--- src/rtl/core/c_comment_stripper_unit_assert.svh ---
// Assertion macros for the comment stripper
`ifndef C_COMMENT_STRIPPER_UNIT_ASSERT_SVH
`define C_COMMENT_STRIPPER_UNIT_ASSERT_SVH

// same-cycle implication
`define CCS_ASSERT_NOW(label, ante, cons) \
  label: assert property (@(posedge clk) disable iff (rst) (ante) |-> (cons)) \
    else $error("comment stripper check failed");

// next-cycle implication
`define CCS_ASSERT_NEXT(label, ante, cons) \
  label: assert property (@(posedge clk) disable iff (rst) (ante) |=> (cons)) \
    else $error("comment stripper check failed");

`endif

--- src/rtl/core/ccs_pkg.sv ---
// Types and constants shared by the comment stripper modules
package ccs_pkg;

  typedef enum logic [2:0] {
    MODE_PLAIN     = 3'd0,
    MODE_SLASH     = 3'd1,
    MODE_LINE      = 3'd2,
    MODE_BLOCK     = 3'd3,
    MODE_BLOCKSTAR = 3'd4
  } mode_t;

  localparam logic [7:0] CH_SLASH   = 8'h2F;
  localparam logic [7:0] CH_STAR    = 8'h2A;
  localparam logic [7:0] CH_NEWLINE = 8'h0A;

  typedef struct packed {
    logic [7:0] ch;
    logic       run_last;
    logic       text_end;
  } entry_t;

  typedef struct packed {
    logic [1:0] cnt;
    entry_t     e0;
    entry_t     e1;
  } scan_out_t;

endpackage

--- src/rtl/core/c_comment_stripper_unit.sv ---
// Comment stripper top level: removes line and block comments from a byte stream
//
//   channel | direction | payload                              | handshake
//   in      | input     | in_char, in_end                      | in_valid / in_stall
//   out     | output    | out_char, out_run_last, out_text_end | out_valid / out_stall
//
// One byte accepted per cycle while in_stall is low; each byte yields zero to two results.
// Results leave a four-entry queue one per cycle while out_stall is low, earliest in the cycle after the transfer.
// in_stall rises when the queue holds three or more results. Two-result bytes
// always follow a slash that yields none, so with out_stall low the queue holds
// at most two and the input never stalls.
// Synchronous reset empties the queue and returns the scanner to plain text.
module c_comment_stripper_unit
  import ccs_pkg::*;
(
  input  logic       clk,
  input  logic       rst,
  input  logic       in_valid,
  output logic       in_stall,
  input  logic [7:0] in_char,
  input  logic       in_end,
  output logic       out_valid,
  input  logic       out_stall,
  output logic [7:0] out_char,
  output logic       out_run_last,
  output logic       out_text_end
);

`include "c_comment_stripper_unit_assert.svh"

  logic       take;
  logic       full;
  scan_out_t  res;
  mode_t      mode;
  entry_t     head;
  logic [2:0] q_count;

  assign in_stall = full;
  assign take     = in_valid && !full;

  ccs_scan u_scan (
    .clk     (clk),
    .rst     (rst),
    .take    (take),
    .in_char (in_char),
    .in_end  (in_end),
    .res     (res),
    .mode    (mode)
  );

  ccs_rq u_rq (
    .clk   (clk),
    .rst   (rst),
    .push  (take),
    .res   (res),
    .full  (full),
    .valid (out_valid),
    .stall (out_stall),
    .head  (head),
    .count (q_count)
  );

  assign out_char     = head.ch;
  assign out_run_last = head.run_last;
  assign out_text_end = head.text_end;

  `CCS_ASSERT_NOW(a_no_overflow, 1'b1, q_count <= 3'd4)
  `CCS_ASSERT_NEXT(a_end_plain, take && in_end, mode == MODE_PLAIN)
  `CCS_ASSERT_NOW(a_end_is_last, out_valid && out_text_end, out_run_last)

endmodule

--- src/rtl/core/ccs_scan.sv ---
// Scanner: mode register and per-byte decode into zero to two results
module ccs_scan
  import ccs_pkg::*;
(
  input  logic       clk,
  input  logic       rst,
  input  logic       take,
  input  logic [7:0] in_char,
  input  logic       in_end,
  output scan_out_t  res,
  output mode_t      mode
);

  mode_t      mode_next;
  logic [1:0] n;
  logic [7:0] b0;
  logic [7:0] b1;

  always_ff @(posedge clk) begin
    if (rst) begin
      mode <= MODE_PLAIN;
    end else if (take) begin
      mode <= mode_next;
    end
  end

  always_comb begin
    n         = 2'd0;
    b0        = in_char;
    b1        = in_char;
    mode_next = mode;
    case (mode)
      MODE_SLASH: begin
        if (in_char == CH_SLASH) begin
          mode_next = MODE_LINE;
        end else if (in_char == CH_STAR) begin
          mode_next = MODE_BLOCK;
        end else begin
          mode_next = MODE_PLAIN;
          b0        = CH_SLASH;
          n         = 2'd2;
        end
      end
      MODE_LINE: begin
        if (in_char == CH_NEWLINE) begin
          mode_next = MODE_PLAIN;
          n         = 2'd1;
        end
      end
      MODE_BLOCK: begin
        mode_next = (in_char == CH_STAR) ? MODE_BLOCKSTAR : MODE_BLOCK;
        if (in_char == CH_NEWLINE) begin
          n = 2'd1;
        end
      end
      MODE_BLOCKSTAR: begin
        if (in_char == CH_SLASH) begin
          mode_next = MODE_PLAIN;
        end else if (in_char == CH_STAR) begin
          mode_next = MODE_BLOCKSTAR;
        end else begin
          mode_next = MODE_BLOCK;
          if (in_char == CH_NEWLINE) begin
            n = 2'd1;
          end
        end
      end
      default: begin
        if (in_char == CH_SLASH) begin
          mode_next = MODE_SLASH;
        end else begin
          mode_next = MODE_PLAIN;
          n         = 2'd1;
        end
      end
    endcase
    if (in_end) begin
      // held slash is flushed; nothing else was emitted in that case
      if (mode_next == MODE_SLASH) begin
        b0 = CH_SLASH;
        n  = 2'd1;
      end
      mode_next = MODE_PLAIN;
    end
  end

  always_comb begin
    res.cnt         = n;
    res.e0.ch       = b0;
    res.e0.run_last = (n == 2'd1);
    res.e0.text_end = (n == 2'd1) && in_end;
    res.e1.ch       = b1;
    res.e1.run_last = 1'b1;
    res.e1.text_end = in_end;
  end

endmodule

--- src/rtl/core/ccs_rq.sv ---
// Four-entry result queue, takes up to two results per cycle while not full, drives the output
module ccs_rq
  import ccs_pkg::*;
(
  input  logic      clk,
  input  logic      rst,
  input  logic      push,
  input  scan_out_t res,
  output logic      full,
  output logic      valid,
  input  logic      stall,
  output entry_t    head,
  output logic [2:0] count
);

  entry_t     mem [4];
  logic [1:0] wr_ptr;
  logic [1:0] rd_ptr;
  logic [1:0] add;
  logic       pop;

  assign pop   = valid && !stall;
  assign add   = push ? res.cnt : 2'd0;
  assign valid = (count != 3'd0);
  assign full  = (count > 3'd2);
  assign head  = mem[rd_ptr];

  always_ff @(posedge clk) begin
    if (push && res.cnt != 2'd0) begin
      mem[wr_ptr] <= res.e0;
    end
    if (push && res.cnt == 2'd2) begin
      mem[wr_ptr + 2'd1] <= res.e1;
    end
  end

  always_ff @(posedge clk) begin
    if (rst) begin
      wr_ptr <= 2'd0;
      rd_ptr <= 2'd0;
      count  <= 3'd0;
    end else begin
      wr_ptr <= wr_ptr + add;
      rd_ptr <= rd_ptr + {1'b0, pop};
      count  <= count + {1'b0, add} - {2'b00, pop};
    end
  end

endmodule
--- config.mk ---
export PLATFORM = sky130hd
export DESIGN_NAME = c_comment_stripper_unit
export DESIGN_NICKNAME = d
export VERILOG_FILES = /design/src/rtl/core/ccs_pkg.sv /design/src/rtl/core/c_comment_stripper_unit.sv /design/src/rtl/core/ccs_scan.sv /design/src/rtl/core/ccs_rq.sv
export VERILOG_INCLUDE_DIRS = /design/src /design/src/rtl/core
export SDC_FILE = /design/constraint.sdc
export NUM_CORES = 1
export LEC_CHECK = 0
export ABC_AREA = 1
export BUFFER_PORTS_ARGS = -buffer_cell sky130_fd_sc_hd__buf_2
export CAP_MARGIN = 0
export CORE_MARGIN = 3
export CORE_UTILIZATION = 42
export CTS_BUF_LIST = sky130_fd_sc_hd__clkbuf_16
export CTS_CLUSTER_DIAMETER = 100
export DETAILED_ROUTE_END_ITERATION = 12
export SLEW_MARGIN = 40
export SYNTH_ARGS = -nofsm -noshare
export SYNTH_HDL_FRONTEND = slang
export SYNTH_SLANG_ARGS = --single-unit
--- constraint.sdc ---
create_clock -name clk -period 7.05 [get_ports clk]
set_clock_uncertainty 0.1 [all_clocks]
set_input_delay 1.7625 -clock clk [delete_from_list [all_inputs] [get_ports clk]]
set_output_delay 1.7625 -clock clk [all_outputs]
set_load 0.005 [all_outputs]
## Word-level counts from Yosys, hierarchy flattened

Memories as Yosys holds them, arrays and structs flattened. A register that Yosys moved wholly into a read port is not among the register bits.
Index checks and enable logic that the tools add are counted.

- Order comparisons: 1
- Multiplexer cells: 28
- Shift operators: 0
- Reductions and logical operators: 10
- Equality and inequality tests: 10
- Add/subtract/negate cells: 5
- Div/mod/pow operators: 0
- Bitwise operators: 0
- Multipliers: 0

Operators with widths:

| operator | number |
|---|---|
| 8-bit 2-to-1 mux | 5 |
| 2-bit 2-to-1 mux | 9 |
| 8-bit by 6-bit equality test with 1-bit output (second input constant) | 2 |
| 3-bit 2-to-1 mux | 5 |
| 3-bit one-hot mux with 4 select lines | 1 |
| 8-bit by 4-bit equality test with 1-bit output (second input constant) | 1 |
| 1-bit 2-to-1 mux | 7 |
| 3-bit by 1-bit equality test with 1-bit output (second input constant) | 2 |
| 3-bit by 2-bit equality test with 1-bit output (second input constant) | 2 |
| 2-bit one-hot mux with 3 select lines | 1 |
| 1-bit logical AND | 5 |
| 3-bit by 2-bit adder with 3-bit output | 1 |
| 3-bit equality test (second input constant) | 1 |
| 3-bit by 2-bit greater-than comparator with 1-bit output (second input constant) | 1 |
| 3-bit nonzero test | 1 |
| 3-bit by 1-bit subtractor with 3-bit output | 1 |
| 2-bit by 1-bit adder with 2-bit output | 1 |
| 2-bit by 1-bit adder with 2-bit output (second input constant) | 1 |
| 2-bit adder | 1 |
| 2-bit by 1-bit equality test with 1-bit output (second input constant) | 1 |
| 2-bit equality test (second input constant) | 1 |
| 1-bit logical NOT | 2 |
| 2-bit nonzero test | 1 |
| 2-bit OR reduction | 1 |

- Memory bits (writable): 40
- Latch bits: 0
- Memories: 1
- Input port bits: 13
- Register bits after elaboration: 10
- Memory bits (read-only): 0

Memory list:

| name | depth | width | read ports | clocked after Yosys merged registers in | wr ports | line | RTL |
|---|---|---|---|---|---|---|---|
| u_rq.mem | 4 | 10 | 1 | 1 | 2 | ccs_rq.sv:16 | `entry_t mem [4];` |

## Longest topological paths before layout

Gate-level depths: netlist (run 1).

- Depth in word-level cells: 11
- Mapped depth: 14
- Depth with buffers taken out: 13

## Hierarchy

Synthesis (run 1) repeated with hierarchy kept, for this count alone.

- Cell total of the unflattened synthesis: 361
- Area total of the unflattened synthesis: 2,975.4 um2

Modules (own cells, without submodules):

| module | times used | area each (um2) | cells each |
|---|---|---|---|
| ccs_rq | 1 | 2,444.8 | 264 |
| ccs_scan | 1 | 520.5 | 95 |
| c_comment_stripper_unit | 1 | 10.0 | 2 |

## Least setup slack after synthesis (run 1)

No wires, ideal clock.

- Path type: input -> register
- From: input port in_char[2]
- To: register u_rq.count[2]
- Cell stages on the path: 14
- Library setup time: 0.131 ns
- Data required time: 6.819 ns
- Arrival time: 3.662 ns
- Setup slack: 3.157 ns
- Path buffers: 1
- Cells stage by stage: buf_2 inv_1 nand2_1 nor2_1 nand2_1 nand3_4 nor2_8 inv_2 ha_1 inv_1 fa_1 xor2_1 nand2_1 nor3b_1

- Cells in the longest elaborated chain, start to end: 10
- Elaborated cells between the ends (all ways): 23
- Classes of those cells: add/sub (2); eq/ne (4); mux (17)

Ends and longest elaborated chain:

| item | line | RTL |
|---|---|---|
| from (decl) | c_comment_stripper_unit.sv:20 | `input logic [7:0] in_char,` |
| 8-bit by 6-bit equality test with 1-bit output or 8-bit by 4-bit equality test with 1-bit output (tied branches) | n/a |  |
| 3-bit 2-to-1 mux, or another cell as far along | ccs_scan.sv:51, ccs_scan.sv:59 |  |
| 3-bit 2-to-1 mux, or another cell as far along | ccs_scan.sv:57 | `if (in_char == CH_SLASH) begin` |
| 3-bit one-hot mux with 4 select lines or 2-bit 2-to-1 mux (tied branches) | ccs_scan.sv:32, ccs_scan.sv:57 |  |
| 3-bit by 1-bit equality test with 1-bit output or 2-bit one-hot mux with 3 select lines (tied branches) | ccs_scan.sv:79, ccs_scan.sv:32 |  |
| 2-bit 2-to-1 mux | ccs_scan.sv:79 | `if (mode_next == MODE_SLASH) begin` |
| 2-bit 2-to-1 mux * | ccs_scan.sv:77 | `if (in_end) begin` |
| 2-bit 2-to-1 mux * | ccs_rq.sv:23 | `assign add = push ? res.cnt : 2'd0;` |
| 3-bit by 2-bit adder with 3-bit output * | ccs_rq.sv:45 | `count <= count + {1'b0, add} - {2'b00, pop};` |
| 3-bit by 1-bit subtractor with 3-bit output * | ccs_rq.sv:45 |  |
| to (signal assigned) | ccs_rq.sv:45 |  |
| to (decl) | ccs_rq.sv:13 | `output logic [2:0] count` |

Mark *: on every way between the ends. The rest lies on a longest branch, timed or not.
A chain may end at the register's enable or synchronous reset.

## Worst setup path after layout (run 1)

- From: input port in_char[3]
- To: register u_rq.count[2]

Same word-level chain as after synthesis.

==> impl_metrics.env, run 1 <==
export IMPL_status="finished clean"
export IMPL_syn_mean_instance_area_sq_um=8.38
export IMPL_ys_seq_elements=50
export IMPL_drt_total_wl_um=6740
export IMPL_synth_flop_cell="edfxtp_1"
export IMPL_grt_usage_pct=18.5
export IMPL_yosys_warnings=0
export IMPL_cts_max_level=2
export IMPL_routedWlPerCell_um=15.6
export IMPL_worst_slack_ns=3.24
export IMPL_pre_cts_ws_ns=2.95
export IMPL_placed_area_sq_um=2950
export IMPL_fill_cells=638
export IMPL_num_vias=2292
export IMPL_multiInputGateArea_sq_um=1240
export IMPL_grt_overflow=0
export IMPL_cp_arrival_ns=3.88
export IMPL_seq_power_share_pct=41.4
export IMPL_core_area_sq_um=6420
export IMPL_final_nets=374
export IMPL_p_leak_nw=1.25
export IMPL_crit_buf_inv=3
export IMPL_n_antenna_cell=0
export IMPL_postCtsSetupBuffers=0
export IMPL_area_growth_syn_to_layout_pct=11.1
export IMPL_drc=0
export IMPL_dieHeight_um=87.8
export IMPL_drive_gt1_share_pct=16.6
export IMPL_drtAntennaViolNets=0
export IMPL_crit_required_ns=7.12
export IMPL_switchingPower_mw=0.316
export IMPL_dieArea_sq_um=7700
export IMPL_num_rows=29
export IMPL_slowest_stage="fa_1"
export IMPL_placed_cells=425
export IMPL_io_pins=25
export IMPL_final_cell_mix="75 x nand2_1, 43 x nor2_1, 36 x edfxtp_1"
export IMPL_worstMarginPinSlew_ns=0.610
export IMPL_final_cells=433
export IMPL_setup_viol=0
export IMPL_p_int_mw=0.647
export IMPL_period_share_pct=54.0
export IMPL_relSlewSlack_pct=59.3
export IMPL_seqCellArea_sq_um=1360
export IMPL_grt_pass1_vias=2163
export IMPL_synth_yosys_seq_area_share_pct=48.5
export IMPL_synth_cells=335
export IMPL_grt_antenna_before_repair=1
export IMPL_synth_async_reset_ratio_pct=0
export IMPL_post_route_util_pct=48.6
export IMPL_dieWidth_um=87.8
export IMPL_crit_chain="buf_2, nand2_1, nor2_1, nand2_1, nand3_4, nor2_8, inv_2, ha_1, inv_1, fa_1, xor2_1, nand2_1, nor3b_1"
export IMPL_cts_resized=0
export IMPL_slowest_delay_ns=0.43
export IMPL_power_frac_clock_pct=28.2
export IMPL_yosys_cell_types_count=31
export IMPL_cts_tree="done"
export IMPL_floorplan_initialDensity_pct=43.7
export IMPL_drt_iter0_markers=154
export IMPL_powerDensity_nw_per_um2=309
export IMPL_vias_per_cell=5.29
export IMPL_cts_made_buffers=5
export IMPL_grt_pass1_wl_um=10800
export IMPL_layout_commonest_cell="nand2_1"
export IMPL_hold_viol=0
export IMPL_clk_pin_slew_worst_paths_ns=0.07
export IMPL_hold_class="flip-flop to flip-flop"
export IMPL_switching_share_pct=32.8
export IMPL_synthesis_area_sq_um=2810
export IMPL_clock_sinks=50
export IMPL_cp_end_kind="flip-flop"
export IMPL_path_common_cell="nand2_1"
export IMPL_whs_ns=0.354
export IMPL_slew_viol_final=0
export IMPL_worstSetupStartpointType="input pin"
export IMPL_clk_latency_ns=0.29
export IMPL_crit_type="input pin to flip-flop"
export IMPL_grt_max_degree=23
export IMPL_place_congestion=0.848
export IMPL_synth_net_count=354
export IMPL_max_cap_viol_count=0
export IMPL_port_buffers=24
export IMPL_rsz0062_at_grt="false"
export IMPL_dp_hpwl_um=4580
export IMPL_cts_root_buffer="clkbuf_16"
export IMPL_drt_pass1_iterations=4
export IMPL_power_frac_comb_pct=30.4
export IMPL_cts_buffer_depth=2
export IMPL_path_max_fanout=10
export IMPL_fin_crit_ns=3.81
export IMPL_postCtsHoldBufs=0
export IMPL_final_setup_tns_ns=0
export IMPL_path_delay_family="simple AND/OR/NAND/NOR gates"
export IMPL_vdd_drop_max_v=0.000127
export IMPL_max_freq_mhz=263
export IMPL_power_mw=0.964
export IMPL_fin_area_sq_um=3120
export IMPL_synth_edf_count=36
-- sequential cells by signal (all words and copies together) (netlist names) --
signal       cells
u_rq.rd_ptr      2
u_rq.mem        40
u_scan.mode      3
u_rq.count       3
u_rq.wr_ptr      2
-- path summary, 6_finish.rpt --
| check | startpoint | endpoint | slack (ns) | depth (start not counted) |
|---|---|---|---|---|
| setup / recovery | in_char[3] | u_rq.count[2]$_SDFF_PP0_ | 3.24 | 13 |
| hold / removal | u_rq.mem[2][1]$_SDFFE_PP1P_ | u_rq.mem[2][1]$_SDFFE_PP1P_ | 0.35 | 2 |
| setup reg to reg | u_scan.mode[0]$_SDFFE_PP0P_ | u_rq.count[2]$_SDFF_PP0_ | 4.40 | 11 |
| hold reg to reg | u_rq.mem[2][1]$_SDFFE_PP1P_ | u_rq.mem[2][1]$_SDFFE_PP1P_ | 0.35 | 2 |
-- metal layers --
layer	track usage (%)	part of all wire, %
met1	23.0	43
met5	0	0.16
met4	6.69	0.82
met3	3.86	7.0
met2	31.8	49
-- synthesized netlist by cell type (2+ instances only) --
cell type  count  area [sq um]
nand2_1       75           282
nor2_1        43           161
edfxtp_1      36          1080
o21ai_1       35           175
inv_1         27           101
o21ai_0       24           120
dfxtp_1       14           280
nand3_1       10          50.1
o22ai_1       10          62.6
inv_2          8          30.0
clkbuf_1       6          22.5
a21oi_1        5          25.0
ha_1           5          62.6
buf_6          4          45.0
nand3_2        4          40.0
o211ai_1       4          30.0
nand2_2        3          18.8
or2_2          3          18.8
buf_2          2          10.0
nor2_2         2          12.5
nor2_8         2          40.0
nor3b_1        2          15.0
o21ai_2        2          17.5
xor2_1         2          17.5
-- final cells by class --
| cell class | instances | area share [%] |
|---|---|---|
| Sequential cell | 50 | 43.6 |
| Multi-Input combinational cell | 238 | 39.7 |
| Inverter | 35 | 4.21 |
| Timing Repair Buffer | 25 | 4.09 |
| Clock buffer | 5 | 4.01 |
| Tap cell | 77 | 3.09 |
| Clock inverter | 3 | 1.32 |
-- power by group through the flow --
| stage | sequential, mW | clock, mW | combinational, mW |
|---|---|---|---|
| after global placement | 0.405 | 0 | 0.293 |
| final | 0.399 | 0.272 | 0.293 |
| after global routing | 0.405 | 0.289 | 0.335 |
| after CTS | 0.400 | 0.274 | 0.297 |
| after floorplan | 0.399 | 0 | 0.206 |
| after detailed placement | 0.406 | 0 | 0.296 |
-- tightest hold or removal path: cells and delay by family (launching register included) --
family	cells	cell delay [ns]
simple gates	2	0.10
flops	1	0.32
-- cell families (layout without fill, tap and decap cells) --
family,after synthesis,after routing,synth area share [%]
and+or+nand+nor,148,148,24.6
AOI/OAI and AO/OA,81,81,15.6
DFF,50,50,48.5
buffers and inverters,47,68,7.44
adders and majority gates,6,6,2.94
xor gates and xnor gates,3,3,0.936
Note: power is estimated with default switching activity, not from simulation.
==> inputs of run 2 (changes only) <==
Clock period 7.05 ns to 3.1 ns, I/O delays scaled along.
==> run 2 against run 1 <==
Compared with the run above:
- clock power rose by 96%
- critical path depth did not move
- combinational power rose by 140%
- via count fell by 0.52%
- clock-buffer cell count did not move
- core utilization rose by 0.82 points
- global-route usage barely moved
- final cell count rose by 2.3%
- sequential power rose by 130%
- critical path type unchanged
- largest cell class unchanged
==> impl_metrics.env, run 2 (synthesis results as in run 1) <==
export IMPL_wl_met3_um=302
export IMPL_hold_start="u_rq.mem[2][1]$_SDFFE_PP1P_"
export IMPL_cts_made_buffers=5
export IMPL_slowest_stage="fa_1"
export IMPL_wl_met2_um=3330
export IMPL_drt_total_wl_um=6570
export IMPL_floorplan_initialDensity_pct=43.7
export IMPL_area_growth_syn_to_layout_pct=13.0
export IMPL_num_rows=29
export IMPL_cts_buffer_depth=2
export IMPL_clock_sinks=50
export IMPL_drc=0
export IMPL_dieHeight_um=87.8
export IMPL_fin_crit_ns=2.71
export IMPL_cts_resized=0
export IMPL_drt_iter0_markers=185
export IMPL_final_setup_tns_ns=0
export IMPL_regMostFlops="u_rq.mem"
export IMPL_vias_per_cell=5.15
export IMPL_slew_viol_final=0
export IMPL_max_cap_viol_count=0
export IMPL_rsz0062_at_grt="false"
export IMPL_dr_max_layer_used="met4"
export IMPL_dieWidth_um=87.8
export IMPL_drive_gt1_share_pct=18.9
export IMPL_p_leak_nw=1.29
export IMPL_crit_buf_inv=3
export IMPL_largest_reg_flops=40
export IMPL_relSlewSlack_pct=57.2
export IMPL_final_cell_mix="75 x nand2_1, 43 x nor2_1, 36 x edfxtp_1"
export IMPL_hold_class="flip-flop to flip-flop"
export IMPL_port_buffers=24
export IMPL_cts_tree="done"
export IMPL_cp_arrival_ns=2.79
export IMPL_reg_top3="u_rq.mem x40, u_rq.count x3, u_scan.mode x3"
export IMPL_cp_end_kind="flip-flop"
export IMPL_postCtsSetupBuffers=0
export IMPL_num_vias=2280
export IMPL_crit_start="in_char[3]"
export IMPL_io_pins=25
export IMPL_drt_pass1_iterations=4
export IMPL_crit_type="input pin to flip-flop"
export IMPL_path_common_cell="nand2_1"
export IMPL_n_antenna_cell=0
export IMPL_worstMarginPinSlew_ns=0.641
export IMPL_drtAntennaViolNets=0
export IMPL_seqCellArea_sq_um=1360
export IMPL_path_max_fanout=6
export IMPL_fill_cells=640
export IMPL_vdd_drop_max_v=0.000268
export IMPL_wl_met1_um=2880
export IMPL_layout_commonest_cell="nand2_1"
export IMPL_crit_required_ns=3.18
export IMPL_grt_antenna_before_repair=0
export IMPL_dieArea_sq_um=7700
export IMPL_place_congestion=0.880
export IMPL_grt_overflow=0
export IMPL_clk_pin_slew_worst_paths_ns=0.07
export IMPL_final_nets=384
export IMPL_grt_pass1_wl_um=10800
export IMPL_max_freq_mhz=369
export IMPL_path_delay_family="simple AND/OR/NAND/NOR gates"
export IMPL_hold_viol=0
export IMPL_routedWlPerCell_um=14.8
export IMPL_worstSetupStartpointType="input pin"
export IMPL_post_route_util_pct=49.4
export IMPL_period_share_pct=87.5
export IMPL_status="finished clean"
export IMPL_multiInputGateArea_sq_um=1240
export IMPL_grt_usage_pct=18.6
export IMPL_setup_viol=0
export IMPL_grt_pass1_vias=2232
export IMPL_clk_latency_ns=0.29
export IMPL_powerDensity_nw_per_um2=672
export IMPL_r2r_start="u_scan.mode[0]$_SDFFE_PP0P_"
export IMPL_slowest_delay_ns=0.43
export IMPL_cts_max_level=2
export IMPL_crit_chain="buf_2, nand2_1, nor2_1, nand2_1, nand3_4, nor2_8, inv_2, ha_1, inv_1, fa_1, xor2_1, nand2_1, nor3b_1"
export IMPL_core_area_sq_um=6420
export IMPL_dp_hpwl_um=4700
export IMPL_cts_root_buffer="clkbuf_16"
export IMPL_postCtsHoldBufs=0
export IMPL_grt_max_degree=22
==> run 2: area by class of cell <==
class	count	area share (%)
Sequential cell	50	42.9
Tap cell	77	3.04
Timing Repair Buffer	35	6.39
Inverter	35	4.14
Clock inverter	3	0.591
Clock buffer	5	3.94
Multi-Input combinational cell	238	39.0
==> run 2: per-layer routing <==
layer | GRT usage, % | vias to the layer above
met2 | 33.9 | 50
met3 | 3.20 | 6
li1 | - | 1186
met5 | 0 | -
met4 | 5.58 | 0
met1 | 22.3 | 1038
==> run 2: metrics by stage <==
stage                     hold WS (ns)  area (sq um)  worst slack [ns]  power [mW]  std cells
after global routing             0.370          3170             0.226        2.29        443
after floorplan                  0.324          2810             0.195        1.38        335
after CTS                        0.357          3170             0.396        2.16        443
after detailed placement         0.340          3030            0.0933        1.63        435
final                            0.353          3170             0.387        2.13        443
after global placement           0.338          3030             0.159        1.61        435
==> run 2: final timing paths <==
kind	endpoint	slack [ns]	cells after the start
setup / recovery	u_rq.count[2]$_SDFF_PP0_	0.39	13
hold reg to reg	u_rq.mem[2][1]$_SDFFE_PP1P_	0.35	2
hold / removal	u_rq.mem[2][1]$_SDFFE_PP1P_	0.35	2
setup reg to reg	u_rq.count[2]$_SDFF_PP0_	0.58	11
==> run 2: worst min-delay path, stage by stage, from the launching register on <==
cell and delay, ns:
dfxtp_1 0.33, nand2_1 0.05, nand3_1 0.05
==> run 2: report_power, final <==
group          internal [mW]  switching (mW)
clock                  0.296           0.237
combinational          0.265           0.430
sequential             0.854          0.0495
total                   1.42           0.717
==> inputs of run 3 (changes only) <==
Settings changed: CORE_ASPECT_RATIO from default to 0.75.
==> run 3 against run 2 <==
Compared with the run above:
- core utilization up 1.3 points
- sequential power up 1%
- largest power group unchanged
- critical path type unchanged
- global-route usage up 0.54 points
- critical path depth unchanged
==> impl_metrics.env, run 3 (synthesis results as in run 1) <==
export IMPL_crit_required_ns=3.18
export IMPL_routedWlPerCell_um=15.5
export IMPL_p_leak_nw=1.32
export IMPL_path_max_fanout=10
export IMPL_port_buffers=24
export IMPL_reg_top3="u_rq.mem x40, u_rq.count x3, u_scan.mode x3"
export IMPL_worst_slack_ns=0.355
export IMPL_clock_sinks=50
export IMPL_postCtsHoldBufs=0
export IMPL_crit_buf_inv=3
export IMPL_postCtsSetupBuffers=0
export IMPL_switchingPower_mw=0.742
export IMPL_regMostFlops="u_rq.mem"
export IMPL_slowest_delay_ns=0.44
export IMPL_largest_reg_flops=40
export IMPL_p_int_mw=1.52
export IMPL_drive_gt1_share_pct=19.8
export IMPL_dieArea_sq_um=7710
export IMPL_grt_max_degree=22
export IMPL_drtAntennaViolNets=0
export IMPL_clk_pin_slew_worst_paths_ns=0.06
export IMPL_relSlewSlack_pct=59.7
export IMPL_dieWidth_um=100
export IMPL_worstMarginPinSlew_ns=0.604
export IMPL_cp_arrival_ns=2.82
export IMPL_multiInputGateArea_sq_um=1240
export IMPL_drt_total_wl_um=6990
export IMPL_cts_max_level=2
export IMPL_powerDensity_nw_per_um2=698
export IMPL_cts_tree="done"
export IMPL_place_congestion=0.881
export IMPL_cts_resized=0
export IMPL_grt_antenna_before_repair=0
export IMPL_hold_viol=0
export IMPL_clk_latency_ns=0.29
export IMPL_max_cap_viol_count=0
export IMPL_final_cell_mix="75 x nand2_1, 43 x nor2_1, 36 x edfxtp_1"
export IMPL_slew_viol_final=0
export IMPL_floorplan_initialDensity_pct=44.0
export IMPL_switching_share_pct=32.8
export IMPL_fin_crit_ns=2.75
export IMPL_dp_hpwl_um=5070
export IMPL_rsz0062_at_grt="false"
export IMPL_dieHeight_um=76.8
export IMPL_status="finished clean"
export IMPL_final_nets=387
export IMPL_power_frac_clock_pct=27.6
export IMPL_power_frac_comb_pct=32.0
export IMPL_core_area_sq_um=6380
export IMPL_vias_per_cell=5.27
export IMPL_slowest_stage="fa_1"
export IMPL_area_growth_syn_to_layout_pct=15.3
export IMPL_crit_type="input pin to flip-flop"
export IMPL_drt_pass1_iterations=5
export IMPL_hold_class="flip-flop to flip-flop"
export IMPL_n_antenna_cell=0
export IMPL_vdd_drop_max_v=0.000247
export IMPL_fill_cells=626
export IMPL_drc=0
export IMPL_num_rows=25
export IMPL_setup_viol=0
export IMPL_grt_overflow=0
export IMPL_grt_usage_pct=19.1
export IMPL_pre_cts_ws_ns=0.0600
export IMPL_grt_pass1_wl_um=11400
export IMPL_final_setup_tns_ns=0
export IMPL_cts_buffer_depth=2
export IMPL_io_pins=25
export IMPL_seqCellArea_sq_um=1360
export IMPL_max_freq_mhz=364
export IMPL_grt_pass1_vias=2128
export IMPL_path_delay_family="simple AND/OR/NAND/NOR gates"
export IMPL_cp_end_kind="flip-flop"
export IMPL_cts_root_buffer="clkbuf_16"
export IMPL_crit_chain="buf_2, nand2_1, nor2_1, nand2_1, nand3_4, nor2_8, inv_2, ha_1, inv_1, fa_1, xor2_1, nand2_1, nor3b_1"
export IMPL_period_share_pct=88.5
export IMPL_path_common_cell="nand2_1"
export IMPL_num_vias=2373
export IMPL_worstSetupStartpointType="input pin"
export IMPL_cts_made_buffers=5
export IMPL_layout_commonest_cell="nand2_1"
export IMPL_seq_power_share_pct=40.4
export IMPL_drt_iter0_markers=200
## run 3: cell types whose count changed in the layout (fill, tap and decap cells not counted), sizes merged
cell / delta
bufinv: +1
clkinvlp: -2
clkinv: +1
buf: +3
## run 3: cell type report
type                    count  share of cell area [%]
clock buffers               5                    3.86
clock inverters             3                    1.35
inverters                  35                    4.06
multi-input cells         238                    38.2
flip-flops and latches     50                    42.0
well taps                  81                    3.13
repair buffers             38                    7.34
## run 3: per-layer routing
metal	up-vias	share of wire, %	track usage, %
met5	-	0	0
li1	1192	-	-
met2	92	43	27.7
met4	0	0.14	3.36
met1	1087	50	29.7
met3	2	7.1	3.91
## run 3: worst paths after layout
| check | to | depth (start not counted) | from | slack (ns) |
|---|---|---|---|---|
| min reg2reg | u_rq.mem[1][1]$_SDFFE_PP1P_ | 2 | u_rq.mem[1][1]$_SDFFE_PP1P_ | 0.37 |
| max | u_rq.count[2]$_SDFF_PP0_ | 13 | in_char[3] | 0.35 |
| min | u_rq.mem[1][1]$_SDFFE_PP1P_ | 2 | u_rq.mem[1][1]$_SDFFE_PP1P_ | 0.37 |
| max reg2reg | u_rq.count[2]$_SDFF_PP0_ | 11 | u_scan.mode[0]$_SDFFE_PP0P_ | 0.52 |
## run 3: power by group through the flow
stage	Clock, mW	Sequential (mW)	Combinational [mW]
5_1_grt	0.660	0.925	0.820
3_3_place_gp	0	0.926	0.713
2_1_floorplan	0	0.907	0.469
4_1_cts	0.628	0.913	0.735
6_report	0.625	0.913	0.723
3_5_place_dp	0	0.927	0.733
## run 3: through the flow
stage / cell area (sq um) / hold slack, ns / util (%) / std cells / total power [mW]
5_1_grt: 3240 / 0.393 / 50.7 / 450 / 2.41
4_1_cts: 3240 / 0.369 / 50.7 / 450 / 2.28
6_report: 3240 / 0.368 / 50.7 / 450 / 2.26
3_5_place_dp: 3070 / 0.353 / 48.1 / 442 / 1.66
2_1_floorplan: 2810 / 0.324 / - / 335 / 1.38
3_3_place_gp: 3070 / 0.339 / 48.1 / 442 / 1.64
## run 3: worst register-to-register path, stage by stage (launching register included)
cell and delay [ns]:
dfxtp_1 0.41, inv_2 0.08, nor3_4 0.31, nand3_4 0.16, nor2_8 0.19, inv_2 0.06, ha_1 0.27, inv_1 0.05
fa_1 0.44, xor2_1 0.20, nand2_1 0.06, nor3b_1 0.13
